## config.mk

```make
export PLATFORM = sky130hd
export DESIGN_NAME = dvafl_div
export DESIGN_NICKNAME = d
export VERILOG_FILES = /design/src/rtl/dual_view_aspect_fit_layout_core_defines.svh /design/src/rtl/dvafl_pkg.sv /design/src/rtl/dvafl_div.sv
export SDC_FILE = /design/constraint.sdc
export NUM_CORES = 1
export LEC_CHECK = 0
export BUFFER_PORTS_ARGS = -buffer_cell sky130_fd_sc_hd__clkbuf_2
export CAP_MARGIN = 0
export CORE_ASPECT_RATIO = 0.8
export CORE_MARGIN = 2
export CORE_UTILIZATION = 60
export DETAILED_ROUTE_END_ITERATION = 8
export PLACE_DENSITY = 0.87
export SYNTH_ARGS = -nofsm -noshare
export SYNTH_HDL_FRONTEND = slang
export SYNTH_SLANG_ARGS = --single-unit
```

## constraint.sdc

```tcl
create_clock -name clk -period 9.1 [get_ports clk]
set_clock_uncertainty 0.15 [all_clocks]
set_input_delay 0.455 -clock clk [delete_from_list [all_inputs] [get_ports clk]]
set_output_delay 0.455 -clock clk [all_outputs]
set_load 0.03 [all_outputs]
```

## src/rtl/dual_view_aspect_fit_layout_core_defines.svh

```systemverilog
// Assertion macros for the dual view aspect fit layout core.
`ifndef DUAL_VIEW_ASPECT_FIT_LAYOUT_CORE_DEFINES_SVH
`define DUAL_VIEW_ASPECT_FIT_LAYOUT_CORE_DEFINES_SVH
`ifndef SYNTH
`define DVAFL_ASSERT(lbl, prop, msg) \
    lbl: assert property (@(posedge clk) disable iff (!rst_n) (prop)) else $error(msg);
`define DVAFL_ASSERT_NEXT(lbl, pre, post, msg) \
    lbl: assert property (@(posedge clk) disable iff (!rst_n) (pre) |=> (post)) \
        else $error(msg);
`else
`define DVAFL_ASSERT(lbl, prop, msg)
`define DVAFL_ASSERT_NEXT(lbl, pre, post, msg)
`endif
`endif

```

## src/rtl/dvafl_pkg.sv

```systemverilog
// Shared widths, codes and reset values of the dual view aspect fit layout core.
package dvafl_pkg;
    localparam int DIM_W   = 16;
    localparam int SUM_W   = 17;
    localparam int PROD_W  = 32;
    localparam int UV_FRAC = 16;
    localparam int UV_W    = 17;
    localparam int NUM_W   = 33;
    localparam int DEN_W   = 17;
    localparam int QUO_W   = 17;
    localparam int DIV_LAT = QUO_W;
    localparam int PADDR_W = 3;
    localparam int PDATA_W = 32;

    localparam logic [DIM_W-1:0] TEXTURE_LIMIT_RST = 16'd16384;
    localparam logic REG_TEXTURE_LIMIT = 1'b0;

    typedef logic [DIM_W-1:0] dim_t;

    typedef enum logic [1:0] {
        MODE_SIDE    = 2'd0,
        MODE_STACK   = 2'd1,
        MODE_SCALED  = 2'd2,
        MODE_INVALID = 2'd3
    } mode_t;
endpackage

```

## src/rtl/dvafl_div.sv

```systemverilog
// Pipelined restoring divider, one quotient bit per stage.
module dvafl_div
    import dvafl_pkg::*;
(
    input  logic             clk,
    input  logic             en,
    input  logic [NUM_W-1:0] num,
    input  logic [DEN_W-1:0] den,
    output logic [QUO_W-1:0] quo
);
    logic [NUM_W-1:0] num_reg  [DIV_LAT];
    logic [DEN_W-1:0] den_reg  [DIV_LAT];
    logic [DEN_W-1:0] rem_reg  [DIV_LAT];
    logic [QUO_W-1:0] quo_reg  [DIV_LAT];
    logic [NUM_W-1:0] num_in   [DIV_LAT];
    logic [DEN_W-1:0] den_in   [DIV_LAT];
    logic [DEN_W-1:0] rem_in   [DIV_LAT];
    logic [QUO_W-1:0] quo_in   [DIV_LAT];
    logic [DEN_W:0]   trial    [DIV_LAT];
    logic [DEN_W-1:0] rem_next [DIV_LAT];
    logic [QUO_W-1:0] quo_next [DIV_LAT];

    assign num_in[0] = num;
    assign den_in[0] = den;
    assign rem_in[0] = DEN_W'(num[NUM_W-1:QUO_W]);
    assign quo_in[0] = '0;

    for (genvar k = 1; k < DIV_LAT; k++) begin : g_link
        assign num_in[k] = num_reg[k-1];
        assign den_in[k] = den_reg[k-1];
        assign rem_in[k] = rem_reg[k-1];
        assign quo_in[k] = quo_reg[k-1];
    end

    always_comb
    begin
        for (int k = 0; k < DIV_LAT; k++)
        begin
            trial[k] = {rem_in[k], num_in[k][QUO_W-1-k]};
            if (trial[k] >= {1'b0, den_in[k]})
            begin
                rem_next[k] = DEN_W'(trial[k] - {1'b0, den_in[k]});
                quo_next[k] = quo_in[k] | (QUO_W'(1) << (QUO_W-1-k));
            end
            else
            begin
                rem_next[k] = trial[k][DEN_W-1:0];
                quo_next[k] = quo_in[k];
            end
        end
    end

    always_ff @(posedge clk)
    begin
        if (en)
        begin
            for (int k = 0; k < DIV_LAT; k++)
            begin
                num_reg[k] <= num_in[k];
                den_reg[k] <= den_in[k];
                rem_reg[k] <= rem_next[k];
                quo_reg[k] <= quo_next[k];
            end
        end
    end

    assign quo = quo_reg[DIV_LAT-1];
endmodule

```

======== Word-level counts from Yosys, hierarchy flattened ========
Memories as Yosys holds them, arrays and structs flattened.
Cells that the tools add are included.
storage, ports and cells
  register bits ........................... 0
  bits in latches ......................... 0
  memory bits (writable) .................. 1428
  ROM bits ................................ 0
  output and inout bits ................... 17
  memories kept ........................... 4
cells by class
  add/sub/neg operators ................... 17
  multiply operators ...................... 0
  div/mod/pow operators ................... 0
  order comparisons ....................... 17
  equality and inequality tests ........... 0
  shift operators ......................... 0
  mux-type cells .......................... 36
  bitwise gates (word level) .............. 0
  reduce and logical (&&, ||, !) cells .... 0
memories
  memory   depth  bits a word  rd ports  clocked after memory_dff  wr ports  line             RTL
  num_reg  17     33           16        0                         17        dvafl_div.sv:11  logic [NUM_W-1:0] num_reg [DIV_LAT];
  den_reg  17     17           16        0                         17        dvafl_div.sv:12  logic [DEN_W-1:0] den_reg [DIV_LAT];
  quo_reg  17     17           17        0                         17        dvafl_div.sv:14  logic [QUO_W-1:0] quo_reg [DIV_LAT];
  rem_reg  17     17           16        0                         17        dvafl_div.sv:13  logic [DEN_W-1:0] rem_reg [DIV_LAT];
operators by type and width
  operator        count
  $mux 17         18
  $sub 17x17->17  17
  $ge 18x17->1    16
  $ge 17x17->1    1
  $mux 16         1
  $mux 15         1
  $mux 14         1
  $mux 13         1
  $mux 12         1
  $mux 11         1
  $mux 10         1
  $mux 9          1
  $mux 8          1
  $mux 7          1
  $mux 6          1
  $mux 5          1
  $mux 4          1
  $mux 1          3
  $mux 3          1
  $mux 2          1

======== Depth between registers and ports, before layout ========
Gate-level depths: netlist of the first run.
An unclocked memory read counts as a cell.
  depth in word-level cells ............... 3
  depth in mapped cells ................... 14
  mapped depth without buffers ............ 12

======== Least setup slack after synthesis of the first run ========
No wires, ideal clock.
  path kind ............................... flip-flop to flip-flop
  start point ............................. memory num_reg[13][2], in the netlist num_reg[0][431]
  end point ............................... memory rem_reg[14][1], in the netlist rem_reg[0][239], data pin
  data arrival time ....................... 2.633 ns
  required time ........................... 8.690 ns
  slack ................................... 6.058 ns
  stages on the path, launching flop included .. 12
  cells stage by stage .................... edfxtp_1 inv_1 ha_1 inv_1 fa_1 a211oi_1 o21ai_0 a21oi_2 a21oi_1 nor4_2 buf_2 mux2_2
RTL lines
  what                line
  start: declaration  dvafl_div.sv:11
  end: declaration    dvafl_div.sv:13

==> results of run 1 <==
[tightest hold or removal path, stage by stage]
cell	delay, ps
clkbuf_2	110
nor2_1	50
a21oi_1	100
[cells in the mapped netlist, drive strengths merged (11+ instances only)]
cell    count  area share [%]
o21a       53            0.94
nand3b     11            0.19
inv       369             3.3
o21bai     27            0.48
or3        14            0.21
nor2b      35            0.52
a21o       80             1.4
fa         16            0.75
a21oi     246             3.0
o211ai     17            0.31
o21ai     260             3.1
buf        29            0.42
clkbuf     26            0.23
ha        289             8.5
edfxtp    833              59
o31a       13            0.27
a211oi     46            0.84
xor2       75             1.5
nand3      27            0.32
nor2      159             1.4
nand2     244             2.2
mux2      104             2.9
nand4      41            0.60
nand2b     36            0.53
o31ai      23            0.42
mux2i      13            0.31
and3       17            0.25
a31oi      23            0.37
xnor2     112             2.3
nor3       34            0.40
[stage by stage]
stage	hold slack, ps	total power [mW]
after floorplan	250	10.8
after global placement	250	12.1
after detailed placement	255	12.3
after CTS	5.79	15.6
after global routing	44.5	16.7
final	40.0	15.7
[cells by family after synthesis]
kind of cell	after synthesis	synth area share, %
AOI/OAI and AO/OA	884	13.3
xor gates and xnor gates	187	3.86
adders and majority gates	305	9.27
buffers and inverters	424	3.91
DFF	833	58.9
muxes	117	3.19
and+or+nand+nor	673	7.57
[cells in the final DEF (no fill, tap or decap), types with 14 or more instances in the layout]
| cell | synthesis | routed |
|---|---|---|
| inv_1 | 366 | 366 |
| mux2_2 | 81 | 81 |
| o211ai_1 | 16 | 16 |
| a31oi_1 | 22 | 22 |
| nor3_1 | 34 | 34 |
| fa_1 | 16 | 16 |
| clkbuf_1 | 25 | 14 |
| o21a_1 | 53 | 53 |
| clkinv_1 | 0 | 24 |
| and3_1 | 17 | 17 |
| o31ai_1 | 22 | 22 |
| nand3_1 | 27 | 27 |
| o21ai_0 | 241 | 241 |
| nor2_1 | 158 | 158 |
| a21o_1 | 80 | 80 |
| ha_1 | 289 | 289 |
| nand2b_1 | 36 | 36 |
| a211oi_1 | 44 | 43 |
| a21oi_1 | 240 | 239 |
| clkbuf_16 | 0 | 82 |
| edfxtp_1 | 833 | 833 |
| or3_1 | 14 | 14 |
| nand2_1 | 243 | 243 |
| o21bai_1 | 27 | 27 |
| clkbuf_2 | 1 | 67 |
| nor2b_1 | 35 | 35 |
| nand4_1 | 41 | 41 |
| xor2_1 | 75 | 75 |
| mux2_4 | 14 | 14 |
| buf_4 | 1 | 14 |
| dlygate4sd3_1 | 0 | 37 |
| xnor2_1 | 112 | 112 |
[where the power goes]
group          internal [mW]  switching, mW  total [mW]
registers               5.48          0.542        6.03
logic                   2.76           3.70        6.46
clock network           1.81           1.44        3.25
[final timing paths]
path	to	slack [ps]	start
setup reg to reg	rem_reg[0][37]$_DFFE_PP_	5380	num_reg[0][47]$_DFFE_PP_
hold / removal	rem_reg[0][2]$_DFFE_PP_	40	num[18]
hold reg to reg	quo_reg[0][164]$_DFFE_PP_	260	quo_reg[0][147]$_DFFE_PP_
setup / recovery	rem_reg[0][37]$_DFFE_PP_	5380	num_reg[0][47]$_DFFE_PP_
[what timing repair did]
action / in CTS / in global routing
hold buffers: 37 / 0
setup endpoints to repair: 0 / 0
hold endpoints to repair: 37 / 0
[layout make-up]
class,count,area (um^2)
multi-input cells,2166,15800
repair buffers,121,866
well taps,934,1170
fillers,4956,23500
inverters,369,1390
clock inverters,53,435
flip-flops and latches,833,25000
clock buffers,96,2100
[layer usage]
layer | share of wire [%] | vias to the layer above | wire length [um] | GRT usage [%]
li1 | - | 13000 | - | -
met1 | 46 | 13000 | 39200 | 35.9
met2 | 44 | 1121 | 37700 | 35.0
met3 | 8.1 | 164 | 7000 | 4.05
met4 | 2.3 | 0 | 2010 | 5.69
met5 | 0 | - | 0 | 0
==> results.yml, run 1 <==
worst_setup_path:
  critPathLaunchType: "register"
  cp.buffers_inverters: 2
  crit_arrival_ps: 3960
  path_class: "register to register"
  critPathRequiredTime_ps: 9330
  crit_path_max_fanout: 18
  critPathMaxStageDelay_ps: 690
  slowest_stage: "o21a_1"
  cpLargestDelayFamily: "compound AO/OA/AOI/OAI gates"
  r2r_cells: 11
  cp_num_cells: 11
  cp-end-kind: "register"
  crit_chain: "inv_1, ha_1, inv_1, fa_1, a211oi_1, o21bai_1, a211oi_1, o21ai_1, a41oi_1, o21a_1, mux2_2"
pwr:
  power.static_leakage_nw: 18.6
  vdd_drop_max_uv: 201
  power_density_mw_per_mm2: 336
layout:
  design_area_mm2: 0.0468
  final_cell_count_no_fill: 4572
  fin_util_pct: 66.6
  num-nets-final: 3929
  diodes: 0
  layout-drive-gt1-share_pct: 9.32
  area_growth_pct: 10.2
sta:
  rsz0062_at_grt: "no"
  timing.final.hold_violations: 0
  max_slew.worst_pin.slew_ps: 1130
  setup-tns-final_ps: 0
  relSlewSlack_pct: 25.0
  drv_slew: 0
  period_needed_ps: 3720
  timing.fmax_ghz: 0.269
  setup_ws_ps: 5380
  min_period_over_period_pct: 40.9
  setup_viol: 0
yosys:
  synth_edf_count: 833
  ys_seq_area_share_pct: 58.9
  synth_area_per_cell_um2: 12.4
  ys_types: 96
  yosys_warnings: 0
  synth_fp_nets: 3780
  synth_area_mm2: 0.0425
  synth.ff_latch_count: 833
  ys.flop_type: "edfxtp_1"
  synth_cells: 3423
  async_reset_ff_share_pct: 0
die:
  dieArea_mm2: 0.0730
  die_y_um: 242
  core_area_mm2: 0.0703
  start_util_pct: 60.4
  num_rows: 87
  dieWidth_um: 301
  ios: 69
clock_tree:
  clock_latency_ps: 640
  cts_tree: "done"
  htreeDepth: 3
  path_clk_slew_ps: 60
  cts-root-buf: "clkbuf_16"
  post-cts-setup-buffer-count: 0
  cts_resized: 0
  clkSinkCount: 833
  cts_max_path_buffers: 3
  cts_buffers: 81
place:
  placed_cells: 4386
  portBuffers: 68
  dpl_cell_area_mm2: 0.0439
  place.gp.congestion: 0.935
  dp_hpwl_um: 59300
  place_ws_ps: 5410
job:
  cap_violations: 0
global_routing:
  grt_first_pass_wirelength_um: 137000
  grt_max_degree: 170
  grt_use_total_pct: 23.4
  overflow: 0
  grt_pass1_vias: 25800
  antenna_found_initial: 0
min_path:
  hp-class: "primary input to register"
  holdPathStages: 3
routing:
  drc: 0
  firstDrtPassIters: 6
  avgRoutedWirePerCell_um: 18.8
  wirelength_um: 85900
  drtIter0Drc: 2859
  vias: 27300
  drtAntennaViolNets: 0
  vias_per_cell: 5.98
outcome:
  outcome: "finished clean"
Power figures use the tool's default switching activity.
==> run 2, diff against run 1 <==
==> constraint.sdc (replaced) <==
create_clock -name clk -period 3.57 [get_ports clk]
set_clock_uncertainty 0.15 [all_clocks]
set_input_delay 0.1785 -clock clk [delete_from_list [all_inputs] [get_ports clk]]
set_output_delay 0.1785 -clock clk [all_outputs]
set_load 0.03 [all_outputs]
==> run 2 against run 1 <==
Compared with the run above:
- non-clock buffer count up 44
- fmax increased by 11%
- sequential cell count is the same
- sequential share of layout area shrank 0.83 points
- worst setup slack worse by 5100 ps
- power grew to 2.6 times the previous value
- die area stayed put
==> results.yml, run 2 (synthesis gave the netlist of run 1 again) <==
outcome:
  outcome: "finished clean"
die:
  die_y_um: 242
  ios: 69
  num_rows: 87
  dieWidth_um: 301
  dieArea_mm2: 0.0730
  core_area_mm2: 0.0703
  start_util_pct: 60.4
place:
  portBuffers: 68
  dp_hpwl_um: 59400
  place_ws_ps: 287
  place.gp.congestion: 0.940
  dpl_cell_area_mm2: 0.0443
layout:
  layout-drive-gt1-share_pct: 10.4
  mostFrequentLayoutCells: "edfxtp_1, inv_1, ha_1, nand2_1, o21ai_0"
  num-nets-final: 3974
  fin_util_pct: 67.6
  layout_commonest_cell: "edfxtp_1"
  design_area_mm2: 0.0476
  diodes: 0
  area_growth_pct: 11.9
routing:
  drtAntennaViolNets: 0
  vias_per_cell: 6.00
  firstDrtPassIters: 7
  avgRoutedWirePerCell_um: 18.6
  drc: 0
  drtIter0Drc: 2809
  vias: 27700
  wirelength_um: 85800
sta:
  max_slew.worst_pin.slew_ps: 780
  timing.fmax_ghz: 0.299
  relSlewSlack_pct: 48.0
  whs_ps: 107
  period_needed_ps: 3340
  drv_slew: 0
  timing.final.hold_violations: 0
  setup-tns-final_ps: 0
  rsz0062_at_grt: "no"
  setup_ws_ps: 230
  min_period_over_period_pct: 93.6
  setup_viol: 0
global_routing:
  antenna_found_initial: 2
  grt_pass1_vias: 26300
  grt_use_total_pct: 23.5
  grt_max_degree: 85
  grt_first_pass_wirelength_um: 137000
  overflow: 0
worst_setup_path:
  critPathLaunchType: "register"
  critPathMaxStageDelay_ps: 420
  crit_path_max_fanout: 18
  crit_chain: "inv_1, ha_1, inv_1, fa_1, a211oi_1, o21ba_2, a211o_1, a31oi_1, o32ai_2, buf_4, buf_4, o21ai_0"
  r2r-end: "rem_reg[0][221]$_DFFE_PP_"
  r2r_slack_ps: 230
  path_class: "register to register"
  crit_arrival_ps: 3550
  cp-end-kind: "register"
  setup.worst_path.start: "num_reg[0][399]$_DFFE_PP_"
  critPathRequiredTime_ps: 3780
  r2r_start: "num_reg[0][399]$_DFFE_PP_"
  r2r_cells: 12
  slowest_stage: "fa_1"
clock_tree:
  clkSinkCount: 833
  post-cts-setup-buffer-count: 0
  cts-root-buf: "clkbuf_16"
  htreeDepth: 3
  cts_tree: "done"
  clock_latency_ps: 640
  cts_buffers: 82
  cts_max_path_buffers: 3
  path_clk_slew_ps: 60
pwr:
  vdd_drop_max_uv: 473
  power.static_leakage_nw: 19.0
  power_density_mw_per_mm2: 861
min_path:
  min_from: "num[14]"
  holdPathStages: 2
  hp-class: "primary input to register"
  min_to: "num_reg[0][14]$_DFFE_PP_"
job:
  cap_violations: 0
==> run 2: cell types whose count changed in the layout (fill, tap and decap cells not counted), moves of 2 or more <==
cell           change
clkinv_1          -14
clkinv_2           +5
clkinv_8           +2
buf_12            +11
bufinv_16          +7
buf_4             +19
clkinvlp_4         +2
inv_6              -3
dlygate4sd3_1     +14
==> run 2: worst max path at each step <==
stage                     slack [ps]                   endpoint  depth (start not counted)
after global routing              30  rem_reg[0][224]$_DFFE_PP_                         13
after floorplan                  530  rem_reg[0][239]$_DFFE_PP_                         11
after global placement           390  rem_reg[0][177]$_DFFE_PP_                         10
final                            230  rem_reg[0][221]$_DFFE_PP_                         12
after CTS                        210  rem_reg[0][226]$_DFFE_PP_                         12
after detailed placement         290  rem_reg[0][224]$_DFFE_PP_                         12
==> run 2: critical path: cells and delay by family, from the launching register on <==
family	cells	cell delay [ps]
AOI/OAI and AO/OA	6	1290
adders and majority gates	2	600
buffers and inverters	4	640
DFF	1	390
==> run 2: final cells by class <==
class | count | area, um^2
Fill cell | 4825 | 22800
Clock buffer | 95 | 2100
Multi-Input combinational cell | 2166 | 15900
Clock inverter | 53 | 658
Timing Repair Buffer | 165 | 1370
Inverter | 369 | 1390
Tap cell | 934 | 1170
Sequential cell | 833 | 25000
==> run 2: routing by layer <==
| layer | wire length [um] | global-route usage (%) | up-vias |
|---|---|---|---|
| li1 | - | - | 13100 |
| met1 | 38400 | 35.1 | 13200 |
| met2 | 37800 | 35.3 | 1241 |
| met3 | 7150 | 4.30 | 200 |
| met4 | 2480 | 7.34 | 2 |
| met5 | 11 | 0 | - |
==> run 2: what timing repair did <==
item	4_1_cts	5_1_grt
endpoints found under the setup margin	0	9
gates resized for setup	0	2
hold buffers	51	0
hold endpoints to repair	108	0
==> run 2: metrics by stage <==
step / std cells / total power, mW
after floorplan: 3423 / 27.4
after global placement: 4416 / 31.0
after detailed placement: 4416 / 31.6
after CTS: 4615 / 40.7
after global routing: 4615 / 43.4
final: 4615 / 41.0
==> run 2: where the power goes <==
part | internal (mW) | total, mW | switching (mW)
registers | 14.0 | 15.4 | 1.41
logic | 7.32 | 16.8 | 9.43
clock network | 5.14 | 8.83 | 3.69
